<file path="src/sv/sasf_pkg.sv">
`default_nettype none
// ----------------------------------------------------------------------------
// sasf_pkg
// Types and constants shared by the snoop filter directory files.
// ----------------------------------------------------------------------------
package sasf_pkg;

  localparam int unsigned ADDR_W   = 48;
  localparam int unsigned SH_W     = 7;
  localparam int unsigned OFS_W    = 4;
  localparam int unsigned OP_W     = 2;
  localparam int unsigned STATUS_W = 4;
  localparam int unsigned WAY_O_W  = 3;

  localparam logic [OFS_W-1:0] OFS_RESET = 4'd6;

  typedef enum logic [OP_W-1:0] {
    OP_LOOKUP  = 2'd0,
    OP_ALLOC   = 2'd1,
    OP_SET_CNT = 2'd2,
    OP_RELEASE = 2'd3
  } sasf_op_e;

  typedef enum logic [STATUS_W-1:0] {
    ST_HIT          = 4'd0,
    ST_FILLED       = 4'd1,
    ST_VICTIM_HIT   = 4'd2,
    ST_MISS         = 4'd3,
    ST_EVICTED      = 4'd4,
    ST_UNTRACKED    = 4'd5,
    ST_VICTIM_FULL  = 4'd6,
    ST_REL_MISSING  = 4'd7,
    ST_RELEASED     = 4'd8,
    ST_UPDATED      = 4'd9,
    ST_UPD_MISSING  = 4'd10
  } sasf_status_e;

  typedef enum logic {
    FSM_IDLE = 1'b0,
    FSM_EXEC = 1'b1
  } sasf_fsm_e;

  // Commands from the control path to the victim list
  typedef struct packed {
    logic              push;
    logic              upd;
    logic              rel;
    logic [ADDR_W-1:0] push_addr;
    logic [SH_W-1:0]   push_sh;
    logic [SH_W-1:0]   upd_sh;
  } sasf_vic_cmd_t;

  typedef struct packed {
    logic found;
    logic full;
  } sasf_vic_sts_t;

endpackage
`default_nettype wire

</file>
<file path="src/sv/sasf_victim_list.sv">
`default_nettype none
// ----------------------------------------------------------------------------
// sasf_victim_list
// Packed victim list in insertion order: search from the oldest entry,
// append, sharer update and release with compaction.
// ----------------------------------------------------------------------------
module sasf_victim_list #(
  parameter int unsigned DEPTH = 16
) (
  input  wire                           clk_i,
  input  wire                           rst_ni,
  input  wire  [sasf_pkg::ADDR_W-1:0]   addr_i,
  input  wire  sasf_pkg::sasf_vic_cmd_t cmd_i,
  output sasf_pkg::sasf_vic_sts_t       sts_o
);
  import sasf_pkg::*;

  logic [DEPTH-1:0]             vv_q;
  logic [DEPTH-1:0][ADDR_W-1:0] va_q;
  logic [DEPTH-1:0][SH_W-1:0]   vs_q;

  logic [DEPTH-1:0] match;
  logic [DEPTH-1:0] first;
  logic [DEPTH-1:0] tail;
  logic [DEPTH-1:0] slot;

  always_comb begin
    logic seen;
    seen = 1'b0;
    for (int i = 0; i < DEPTH; i++) begin
      match[i] = vv_q[i] && (va_q[i] == addr_i);
      first[i] = match[i] && !seen;
      seen     = seen | match[i];
      tail[i]  = seen;
      slot[i]  = !vv_q[i] && ((i == 0) || vv_q[(i == 0) ? 0 : i - 1]);
    end
  end

  assign sts_o.found = |match;
  assign sts_o.full  = vv_q[DEPTH-1];

  always_ff @(posedge clk_i or negedge rst_ni) begin
    if (!rst_ni) begin
      vv_q <= '0;
    end else begin
      for (int i = 0; i < DEPTH; i++) begin
        if (cmd_i.push && slot[i]) begin
          vv_q[i] <= 1'b1;
        end else if (cmd_i.rel && tail[i]) begin
          vv_q[i] <= (i + 1 < DEPTH) ? vv_q[(i + 1 < DEPTH) ? i + 1 : i] : 1'b0;
        end
      end
    end
  end

  always_ff @(posedge clk_i) begin
    for (int i = 0; i < DEPTH; i++) begin
      if (cmd_i.push && slot[i]) begin
        va_q[i] <= cmd_i.push_addr;
        vs_q[i] <= cmd_i.push_sh;
      end else if (cmd_i.upd && first[i]) begin
        vs_q[i] <= cmd_i.upd_sh;
      end else if (cmd_i.rel && tail[i] && (i + 1 < DEPTH)) begin
        va_q[i] <= va_q[(i + 1 < DEPTH) ? i + 1 : i];
        vs_q[i] <= vs_q[(i + 1 < DEPTH) ? i + 1 : i];
      end
    end
  end

  // list must stay packed from the bottom
  a_packed : assert property (@(posedge clk_i) disable iff (!rst_ni)
    ((vv_q + 1'b1) & vv_q) == '0)
    else $error("victim list not packed");

  a_no_push_full : assert property (@(posedge clk_i) disable iff (!rst_ni)
    cmd_i.push |-> !vv_q[DEPTH-1])
    else $error("push into full victim list");

  a_rel_found : assert property (@(posedge clk_i) disable iff (!rst_ni)
    (cmd_i.rel || cmd_i.upd) |-> (|match))
    else $error("victim change without a matching entry");

endmodule
`default_nettype wire

</file>
<file path="config.mk">
export PLATFORM = sky130hd
export DESIGN_NAME = sasf_victim_list
export DESIGN_NICKNAME = d
export VERILOG_FILES = /design/src/sv/sasf_pkg.sv /design/src/sv/sasf_victim_list.sv
export SDC_FILE = /design/constraint.sdc
export NUM_CORES = 2
export LEC_CHECK = 0
export BUFFER_PORTS_ARGS = -buffer_cell sky130_fd_sc_hd__buf_2
export CORE_UTILIZATION = 40
export CTS_BUF_LIST = sky130_fd_sc_hd__clkbuf_8
export CTS_CLUSTER_DIAMETER = 50
export DETAILED_ROUTE_END_ITERATION = 6
export PLACE_DENSITY_LB_ADDON = 0.08
export SYNTH_ARGS = -nofsm -noshare
export SYNTH_HDL_FRONTEND = slang
export SYNTH_SLANG_ARGS = --single-unit
export TNS_END_PERCENT = 30
</file>
<file path="constraint.sdc">
create_clock -name clk_i -period 7.85 [get_ports clk_i]
set_input_delay 0.785 -clock clk_i [delete_from_list [all_inputs] [get_ports clk_i]]
set_output_delay 0.785 -clock clk_i [all_outputs]
set_load 0.01 [all_outputs]
</file>
==> impl_metrics.csv <==
group,metric,value,unit
final_layout,multiInputGateArea,17780,sq um
logic_synthesis,ys_warn_count,0,
outcome,violations,"design-rule violations",
timing,finalHoldViolations,0,
logic_synthesis,synth_top_family_by_area,"multiplexers",
global_route,grt_max_degree,51,
logic_synthesis,synth_xor_area_share,14.52,%
route,ant_nets,0,
route,wl_per_cell,32.47,um
timing,final-setup-viol-count,0,
setup_path,critPathLaunchType,"input pin",
timing,worstMarginPinSlew,1295,ps
placement,portBuffers,102,
clock_tree,clkSinkCount,784,
route,post-route-drc-count,4,
floorplan,fp-row-count,119,
logic_synthesis,syn_area,42470,sq um
floorplan,core-area,105300,sq um
clock_tree,clkTransAtPathRegs,60,ps
logic_synthesis,netlist-cell-type-count,77,
timing,clock.fmax,179.8,MHz
global_route,antenna_found_initial,12,
clock_tree,clock_path_buffers,3,
global_route,grt_pass1_wl,205900,um
clock_tree,htreeDepth,4,
setup_path,r2r_cells,9,
final_layout,layout.nets,3180,
final_layout,drive_gt1_share,34.07,%
floorplan,die_w,327.8,um
setup_path,r2r_start,"va_q[327]",
final_layout,syn_to_final_growth,9.973,%
timing,tns,0,ps
placement,place_ws,2068,ps
logic_synthesis,synth_compound_area_share,2.257,%
timing,layout_setup_ws,2288,ps
final_layout,regArea,23460,sq um
global_route,grt_usage,27.65,%
clock_tree,worstSkewPairLatency,840,ps
logic_synthesis,synthMuxAreaShare,19.19,%
route,firstDrtPassIters,7,
placement,gp_congestion,1.114,
route,drt_iter0_markers,2298,
logic_synthesis,synthTopCellsByArea,"edfxtp_1 (54%), mux2_2 (19%), xnor2_1 (8.2%)",
clock_tree,cts_tree,"done",
logic_synthesis,avgSynthCellArea,14.18,sq um
setup_path,r2r_slack,2720,ps
power_and_ir_drop,peakVddDrop,0.1369,mV
route,num_vias,25320,
timing,min_period,5562,ps
floorplan,initial_core_util,40.34,%
power_and_ir_drop,power_density,238.3,nW/um^2
setup_path,worstSetupPathType,"in2out",
outcome,outcome,"finished, violations left",
clock_tree,post-cts-setup-buffer-count,0,
clock_tree,cts_buffers,148,
logic_synthesis,synthSimpleGateAreaFrac,5.500,%
logic_synthesis,synth_commonest_cells,"edfxtp_1 (768), mux2_2 (720), xnor2_1 (400)",
setup_path,rr_endpoint,"va_q[646]",
clock_tree,cts-resized-gates,0,
setup_path,worstPathArrival,4780,ps
power_and_ir_drop,leakagePower,15.50,nW
logic_synthesis,synth_seq_area_share,55.25,%
logic_synthesis,synth_fa_ha_area_share,0,%
floorplan,io_pins,117,
logic_synthesis,syn_nets,3111,
global_route,grt_overflow,0,
timing,fin_skew,41.00,ps
timing,slew_headroom,12.89,%
placement,dp_hpwl,115000,um
setup_path,end_kind,"output port",
placement,placed_cells,4305,
setup_path,cp.required,7070,ps
logic_synthesis,synth.top_cell.area_share,54.30,%
final_layout,stdcell_count,4569,
route,avgViaCountPerCell,5.541,
global_route,first_global_vias,26440,
timing,rsz0062_at_grt,"no",
logic_synthesis,yosysTopAreaCell,"edfxtp_1",
logic_synthesis,yosysMostFrequentCell,"edfxtp_1",
flow_run,cap_violations,0,
logic_synthesis,synth-seq-cells,784,
route,wirelength,148400,um
logic_synthesis,postSynthCellCount,2996,
timing,finalMaxSlewViolations,0,
floorplan,fp.dieArea,107500,sq um
logic_synthesis,synthArstFlopShare,2.041,%
clock_tree,root_buffer,"clkbuf_8",
setup_path,endpoint,"sts_o[1]",
setup_path,cp-startpoint,"addr_i[27]",
worst_hold_path,hold_class,"in2reg",
timing,post-route-period-util,70.85,%
floorplan,die_h,327.8,um
setup_path,path_max_fanout,14,
logic_synthesis,synth_flop_cell,"edfxtp_1",
logic_synthesis,synth_edf_count,768,
final_layout,fillers,9541,
sequential cells by signal, summed over array words and instances, names as in the netlist:
register / count
vv_q: 16
va_q: 768
cells by family after synthesis:
| family | count (synthesis) |
|---|---|
| compound gates | 124 |
| xor+xnor | 700 |
| buf+inv | 279 |
| flops | 784 |
| mux | 724 |
| simple gates | 385 |
per-stage QoR:
stage	instance area (sq um)	power [mW]	util, %	hold slack, ps
final	46700	11.13	44.37	427.7
after global routing	46700	11.51	44.36	397.6
after CTS	46680	11.20	44.35	343.7
after detailed placement	44020	7.483	41.82	560.5
after global placement	44020	7.479	41.82	563.9
after floorplan	42470	6.803	-	489.4
per-layer routing:
metal | up-vias | GRT usage [%] | routed length, um
met3 | 308 | 3.527 | 5875
met2 | 892 | 47.69 | 73660
met4 | 0 | 18.30 | 10710
li1 | 11360 | - | -
met1 | 12760 | 32.26 | 58120
met5 | - | 0 | 0
power breakdown:
group / total, mW / internal [mW] / leakage, nW / switching (mW)
Clock: 3.70 / 1.93 / 1.55 / 1.78
Sequential: 5.40 / 5.15 / 7.10 / 0.258
Combinational: 2.02 / 0.837 / 6.85 / 1.18
Total: 11.1 / 7.91 / 15.5 / 3.22
cell usage in the layout (no fill, tap or decap), types with 24 or more instances in the layout:
cell type | netlist | routed
edfxtp_1 | 768 | 768
mux2_2 | 720 | 720
xnor2_1 | 400 | 400
xor2_1 | 297 | 297
clkbuf_8 | 0 | 157
inv_1 | 48 | 107
nand4_1 | 103 | 103
buf_2 | 46 | 102
nor4_1 | 98 | 98
buf_4 | 34 | 46
nand2b_1 | 32 | 31
nand3_1 | 30 | 25
nand2_1 | 27 | 24
worst min-delay path by stage:
stage,startpoint,end,slack [ps],cells after the start
after floorplan,rst_ni,vv_q[0],490,0
after global placement,vv_q[0],vv_q[0],560,2
after detailed placement,va_q[279],va_q[231],560,1
after CTS,cmd_i[22],va_q[728],340,1
after global routing,cmd_i[22],va_q[728],400,1
final,cmd_i[24],va_q[730],430,1
critical path: stages:
cell,delay [ps]
buf_2,500
inv_1,450
o211ai_1,280
a2111oi_0,140
nand4_1,420
o211ai_1,160
buf_4,230
nor4_2,930
nand3_1,540
buf_2,300
final cells by class:
cell class	count	share of cell area, %
antenna	8	0.04286
clock buffer	157	4.627
clock inverter	98	1.058
inverter	49	0.3938
multi-input combinational	1933	38.06
sequential	784	50.24
tap	1391	3.726
timing repair buffer	149	1.854
repair_timing:
item                                    4_1_cts  5_1_grt
endpoints found under the setup margin        0        0
hold buffers                                  1        0
hold endpoints to repair                     16        0
No activity file was read; power rests on OpenSTA's default activity.
