[src/sv/sasf_pkg.sv]
`default_nettype none
// ----------------------------------------------------------------------------
// sasf_pkg
// Types and constants shared by the snoop filter directory files.
// ----------------------------------------------------------------------------
package sasf_pkg;

  localparam int unsigned ADDR_W   = 48;
  localparam int unsigned SH_W     = 7;
  localparam int unsigned OFS_W    = 4;
  localparam int unsigned OP_W     = 2;
  localparam int unsigned STATUS_W = 4;
  localparam int unsigned WAY_O_W  = 3;

  localparam logic [OFS_W-1:0] OFS_RESET = 4'd6;

  typedef enum logic [OP_W-1:0] {
    OP_LOOKUP  = 2'd0,
    OP_ALLOC   = 2'd1,
    OP_SET_CNT = 2'd2,
    OP_RELEASE = 2'd3
  } sasf_op_e;

  typedef enum logic [STATUS_W-1:0] {
    ST_HIT          = 4'd0,
    ST_FILLED       = 4'd1,
    ST_VICTIM_HIT   = 4'd2,
    ST_MISS         = 4'd3,
    ST_EVICTED      = 4'd4,
    ST_UNTRACKED    = 4'd5,
    ST_VICTIM_FULL  = 4'd6,
    ST_REL_MISSING  = 4'd7,
    ST_RELEASED     = 4'd8,
    ST_UPDATED      = 4'd9,
    ST_UPD_MISSING  = 4'd10
  } sasf_status_e;

  typedef enum logic {
    FSM_IDLE = 1'b0,
    FSM_EXEC = 1'b1
  } sasf_fsm_e;

  // Commands from the control path to the victim list
  typedef struct packed {
    logic              push;
    logic              upd;
    logic              rel;
    logic [ADDR_W-1:0] push_addr;
    logic [SH_W-1:0]   push_sh;
    logic [SH_W-1:0]   upd_sh;
  } sasf_vic_cmd_t;

  typedef struct packed {
    logic found;
    logic full;
  } sasf_vic_sts_t;

endpackage
`default_nettype wire

[src/sv/sasf_way_sel.sv]
`default_nettype none
// ----------------------------------------------------------------------------
// sasf_way_sel
// Way selection for one set: address hit, first free way and the
// replacement candidate with the fewest sharers from the pointer onwards.
// ----------------------------------------------------------------------------
module sasf_way_sel #(
  parameter int unsigned WAYS  = 8,
  parameter int unsigned WAY_W = 3
) (
  input  wire  [WAYS-1:0]                       v_i,
  input  wire  [WAYS-1:0][sasf_pkg::ADDR_W-1:0] a_i,
  input  wire  [WAYS-1:0][sasf_pkg::SH_W-1:0]   s_i,
  input  wire  [WAY_W-1:0]                      ptr_i,
  input  wire  [sasf_pkg::ADDR_W-1:0]           addr_i,
  output logic                                  hit_o,
  output logic [WAY_W-1:0]                      hit_way_o,
  output logic                                  free_o,
  output logic [WAY_W-1:0]                      free_way_o,
  output logic [WAY_W-1:0]                      ev_way_o
);
  import sasf_pkg::*;

  always_comb begin
    logic [WAY_W:0]   idx;
    logic [SH_W-1:0]  best_sh;
    logic [WAY_W-1:0] best;
    hit_o      = 1'b0;
    hit_way_o  = '0;
    free_o     = 1'b0;
    free_way_o = '0;
    for (int w = WAYS - 1; w >= 0; w--) begin
      if (v_i[w] && (a_i[w] == addr_i)) begin
        hit_o     = 1'b1;
        hit_way_o = WAY_W'(w);
      end
      if (!v_i[w]) begin
        free_o     = 1'b1;
        free_way_o = WAY_W'(w);
      end
    end
    // wrapped scan from the pointer, first minimum kept
    best    = ptr_i;
    best_sh = s_i[ptr_i];
    for (int k = 1; k < WAYS; k++) begin
      idx = {1'b0, ptr_i} + (WAY_W + 1)'(k);
      if (idx >= (WAY_W + 1)'(WAYS)) begin
        idx = idx - (WAY_W + 1)'(WAYS);
      end
      if (s_i[idx[WAY_W-1:0]] < best_sh) begin
        best    = idx[WAY_W-1:0];
        best_sh = s_i[idx[WAY_W-1:0]];
      end
    end
    ev_way_o = best;
  end

endmodule
`default_nettype wire

[config.mk]
export PLATFORM = sky130hd
export DESIGN_NAME = sasf_way_sel
export DESIGN_NICKNAME = d
export VERILOG_FILES = /design/src/sv/sasf_pkg.sv /design/src/sv/sasf_way_sel.sv
export SDC_FILE = /design/constraint.sdc
export NUM_CORES = 1
export LEC_CHECK = 0
export BUFFER_PORTS_ARGS = -buffer_cell sky130_fd_sc_hd__buf_2
export CAP_MARGIN = 15
export CORE_AREA = 2 2 197 199
export DETAILED_ROUTE_END_ITERATION = 6
export DIE_AREA = 0 0 199 201
export GPL_ROUTABILITY_DRIVEN = 0
export GPL_TIMING_DRIVEN = 1
export PLACE_DENSITY_LB_ADDON = 0.2
export SYNTH_ARGS = -nofsm -noshare
export SYNTH_HDL_FRONTEND = slang
export SYNTH_SLANG_ARGS = --single-unit
[constraint.sdc]
create_clock -name vclk -period 15.5
set_input_delay 0 -clock vclk [all_inputs]
set_output_delay 0 -clock vclk [all_outputs]
set_load 0.005 [all_outputs]
==> results.sh, run 1 <==
export IMPL_outcome="finished, final reports clean"
export IMPL_antenna_left=0
export IMPL_arrival_ps=13720
export IMPL_required_ps=15500
export IMPL_synthSimpleGateAreaFrac_pct=18.4
export IMPL_area_growth_pct=31.2
export IMPL_rsz0062_at_grt="false"
export IMPL_path_delay_family="compound AO/OA/AOI/OAI gates"
export IMPL_remaining_drc_errors=0
export IMPL_seqCellArea_sq_um=0
export IMPL_fin_tns_setup_ps=0
export IMPL_rows=72
export IMPL_viasPerCell=5.46
export IMPL_overflow=0
export IMPL_drt_iter0_markers=1089
export IMPL_fin_crit_sh_pct=88.5
export IMPL_grt_pass1_vias=11400
export IMPL_max_stage_delay_ps=810
export IMPL_synthAdderAreaFrac_pct=3.52
export IMPL_clkbuf_count=0
export IMPL_wire_per_inst_um=28.7
export IMPL_fillers=4205
export IMPL_syn_avg_cell_area_sq_um=8.04
export IMPL_grt_max_degree=59
export IMPL_num_vias=11600
export IMPL_seq_cells=0
export IMPL_dp_cells=2125
export IMPL_cp_end_kind="primary output"
export IMPL_path_common_cell="ha_1"
export IMPL_maxCapViolations=0
export IMPL_slowest_stage="ha_1"
export IMPL_yosys_warnings=0
export IMPL_hpwl_mm=51.9
export IMPL_synth_seq_area_share_pct=0
export IMPL_postCtsResizedCells=0
export IMPL_fin_util_pct=32.3
export IMPL_postCtsHoldBufs=0
export IMPL_drive_above_1_share_pct=39.5
export IMPL_crit_type="input pin to primary output"
export IMPL_cts_setup_buffers=0
export IMPL_die_w_um=199
export IMPL_worstPathMaxFanout=27
export IMPL_grt_usage_pct=29.3
export IMPL_die_area_sq_mm=0.0400
export IMPL_power_density_mw_per_mm2=97.4
export IMPL_synth_compound_area_share_pct=14.0
export IMPL_synth_mux_area_share_pct=24.4
export IMPL_synth_top_family_by_area="XOR/XNOR gates"
export IMPL_ir_worst_vdd_mv=0.165
export IMPL_cp_start_kind="input pin"
export IMPL_syn_nets=1690
export IMPL_synth_area_sq_mm=0.00938
export IMPL_nets=2132
export IMPL_min_from="v_i[1]"
export IMPL_slew_violations=0
export IMPL_die_h_um=201
export IMPL_start_util_pct=24.6
export IMPL_synthXorXnorAreaFrac_pct=33.8
export IMPL_hold_path_depth=3
export IMPL_antenna_found_initial=10
export IMPL_grt_pass1_wl_mm=83.6
export IMPL_core_area_sq_mm=0.0381
export IMPL_worstMarginPinSlew_ps=1120
export IMPL_layout_cells_non_filler=2131
export IMPL_hp_class="input pin to primary output"
export IMPL_hold_end="free_way_o[0]"
export IMPL_period_needed_ps=13720
export IMPL_fmax_ghz=0.0729
export IMPL_p_leak_uw=0.00542
export IMPL_ios=510
export IMPL_synth_cell_types=81
export IMPL_cp_num_cells=53
export IMPL_io_buffer_count=510
export IMPL_setup_violations=0
export IMPL_finalHoldViolCount=0
export IMPL_total_power_uw=1200
export IMPL_max_slew_margin_pct=24.8
export IMPL_cp_num_buf_inv=6
export IMPL_multi_input_area_sq_mm=0.00882
export IMPL_firstDrtPassIters=6
export IMPL_synth_cells=1167
export IMPL_routed_wl_mm=61.2
## logic make-up after synthesis
kind of cell    count (synthesis)
compound gates                180
xor+xnor                      361
fa+ha+maj                      27
buf+inv                       130
mux                           143
simple gates                  326
## per-layer routing
| metal | vias to the layer above | share of wire, % | global-route usage, % |
|---|---|---|---|
| li1 | 5191 | - | - |
| met5 | - | 0.13 | 0 |
| met4 | 12 | 3.0 | 7.73 |
| met1 | 5631 | 40 | 37.5 |
| met3 | 86 | 12 | 9.06 |
| met2 | 721 | 45 | 47.5 |
## cell usage in the layout (no fill, tap or decap), types with 5 or more instances in the layout
master	count
nor2b_1	10
ha_1	24
o22ai_1	12
inv_1	49
nor3b_1	5
buf_4	11
mux4_2	62
o211ai_1	6
mux2_1	8
o2bb2ai_1	9
mux2i_1	37
buf_2	509
mux2_2	33
nand3_1	24
xor2_1	214
a211oi_1	6
xnor2_1	146
o21a_1	8
a221oi_1	11
nand4_1	52
nor4_1	59
a21o_1	7
a21oi_1	33
nor2_1	40
nor3_1	21
a31oi_1	7
o221ai_1	5
o21ai_0	28
nand2_1	85
or4_1	6
diode_2	6
## where the power goes
group	internal (uW)	switching, uW	leakage (uW)
Clock	0.0000522	0	0.0000000380
Sequential	0	0	0
Combinational	512	686	0.00542
Total	512	686	0.00542
## metrics by stage
stage / setup WS (ps) / cell area (sq um) / hold WS (ps)
2_1_floorplan: 3230 / 9380 / 67.8
3_3_place_gp: 2400 / 12300 / 320
3_5_place_dp: 2110 / 12300 / 316
4_1_cts: 1950 / 12300 / 321
5_1_grt: 969 / 12300 / 339
6_report: 1780 / 12300 / 326
## worst max-delay path by stage
| stage | start | to | slack, ps |
|---|---|---|---|
| 6_report | ptr_i[0] | ev_way_o[2] | 1780 |
| 2_1_floorplan | ptr_i[0] | ev_way_o[2] | 3230 |
| 3_3_place_gp | ptr_i[0] | ev_way_o[2] | 2400 |
| 3_5_place_dp | ptr_i[0] | ev_way_o[2] | 2110 |
| 5_1_grt | ptr_i[0] | ev_way_o[2] | 970 |
| 4_1_cts | ptr_i[0] | ev_way_o[2] | 1950 |
## final cells by class
cell class	count	area share [%]
inverter	50	1.53
multi-input combinational	1037	71.7
timing repair buffer	520	21.4
antenna	6	0.122
tap	518	5.27
## Yosys cell counts, drive strengths merged, types with 7 or more instances
cell type    n  share of area [%]
xor2       214                 20
xnor2      147                 14
nand2       85                3.4
mux4        63                 15
nor4        60                4.1
clkbuf      59                2.4
nand4       52                3.5
inv         50                2.0
mux2        43                5.2
nor2        41                1.7
mux2i       37                3.9
a21oi       33                1.8
o21ai       32                1.9
ha          24                3.2
nand3       24                1.3
buf         21                1.6
nor3        21                1.1
a221oi      12                1.3
o22ai       12               0.80
nor2b       10               0.67
o2bb2ai      9               0.84
o21a         8               0.64
a21o         7               0.56
a31oi        7               0.47
No activity file was read; power rests on OpenSTA's default activity.
==> inputs of run 2 (changes only) <==
clock period = 14.44 ns   (was 15.5 ns; I/O delays follow)
==> run 2 against run 1 <==
  * Design area up 0.20%
  * Clock-buffer cell count is the same
  * Highest routed layer unchanged
  * Non-clock buffer count rose by 4
==> results.sh, run 2 (synthesis results as in run 1) <==
export IMPL_grt_usage_pct=29.2
export IMPL_fmax_ghz=0.0771
export IMPL_maxCapViolations=0
export IMPL_path_common_cell="ha_1"
export IMPL_period_needed_ps=12970
export IMPL_drt_iter0_markers=1048
export IMPL_ir_worst_vdd_mv=0.203
export IMPL_grt_busiest_layer="met2"
export IMPL_cp_end_kind="primary output"
export IMPL_clkbuf_count=0
export IMPL_area_growth_pct=31.4
export IMPL_rows=72
export IMPL_finalHoldViolCount=0
export IMPL_grtUsageMet3_pct=7.58
export IMPL_grt_pass1_wl_mm=83.5
export IMPL_seqCellArea_sq_um=0
export IMPL_p_leak_uw=0.00544
export IMPL_firstDrtPassIters=5
export IMPL_io_buffer_count=510
export IMPL_slowest_stage="ha_1"
export IMPL_fillers=4163
export IMPL_fin_crit_sh_pct=89.8
export IMPL_use_met1_pct=38.5
export IMPL_cp_start_kind="input pin"
export IMPL_viasPerCell=5.46
export IMPL_hp_class="input pin to primary output"
export IMPL_power_density_mw_per_mm2=106
export IMPL_antenna_found_initial=8
export IMPL_start_util_pct=24.6
export IMPL_grt_pass1_vias=11400
export IMPL_arrival_ps=12970
export IMPL_required_ps=14440
export IMPL_max_stage_delay_ps=910
export IMPL_rsz0062_at_grt="false"
export IMPL_hpwl_mm=52.1
export IMPL_nets=2136
export IMPL_layout_commonest_cell="buf_2"
export IMPL_seq_cells=0
export IMPL_die_area_sq_mm=0.0400
export IMPL_crit_type="input pin to primary output"
export IMPL_wire_per_inst_um=28.6
export IMPL_grt_max_degree=45
export IMPL_dpl_worst_slack_ps=1600
export IMPL_die_w_um=199
export IMPL_routed_wl_mm=61.1
export IMPL_final_cell_mix="buf_2 (509), xor2_1 (214), xnor2_1 (146)"
export IMPL_fin_tns_setup_ps=0
export IMPL_fin_util_pct=32.3
export IMPL_worstMarginPinSlew_ps=1180
export IMPL_worst_slack_ps=1470
export IMPL_outcome="finished, final reports clean"
export IMPL_postCtsResizedCells=0
export IMPL_multi_input_area_sq_mm=0.00882
export IMPL_met2_usage_pct=46.2
export IMPL_core_area_sq_mm=0.0381
export IMPL_num_vias=11600
export IMPL_worstPathMaxFanout=29
export IMPL_ios=510
export IMPL_setup_violations=0
export IMPL_cts_setup_buffers=0
export IMPL_postCtsHoldBufs=0
export IMPL_slew_violations=0
export IMPL_remaining_drc_errors=0
export IMPL_die_h_um=201
export IMPL_overflow=0
export IMPL_drive_above_1_share_pct=39.6
export IMPL_antenna_left=0
export IMPL_max_slew_margin_pct=20.7
-- run 2: changes by cell type in the layout (fill, tap and decap cells not counted), sizes merged --
cell   change
buf        +4
diode      -2
-- run 2: worst max-delay path, delay by kind of cell --
| kind | cells | cell delay, ps |
|---|---|---|
| compound gates | 21 | 4530 |
| fa+ha+maj | 8 | 3180 |
| simple gates | 11 | 2430 |
| mux | 6 | 1600 |
| buf+inv | 5 | 1190 |
-- run 2: stage by stage --
stage / hold slack, ps / cells / instance area, sq um / total power [uW]
after floorplan: 67.8 / 1167 / 9380 / 908
after global placement: 321 / 2129 / 12300 / 1270
after detailed placement: 318 / 2129 / 12300 / 1280
after CTS: 322 / 2129 / 12300 / 1290
after global routing: 344 / 2131 / 12300 / 1430
final: 333 / 2133 / 12300 / 1310
-- run 2: where the power goes --
group | total [uW] | internal, uW | switching, uW | leakage, uW
registers | 0 | 0 | 0 | 0
logic | 1310 | 570 | 737 | 0.00544
clock network | 0.0000372 | 0.0000372 | 0 | 0.0000000254
-- run 2: area by class of cell --
cell class,count,share of cell area [%]
multi-input cells,1037,71.6
well taps,518,5.26
diodes,4,0.0812
inverters,50,1.52
repair buffers,524,21.6
-- run 2: final timing paths --
path	from	end	slack, ps	depth (start not counted)
worst max-delay path	ptr_i[0]	ev_way_o[2]	1470	51
worst min-delay path	v_i[1]	free_way_o[0]	330	3
-- run 2: metal layers --
layer	up-vias	part of all wire, %	routed length [um]
met2	744	44	26900
met5	-	0.056	34
met4	6	3.8	2330
met3	98	11	6690
met1	5600	41	25100
li1	5194	-	-
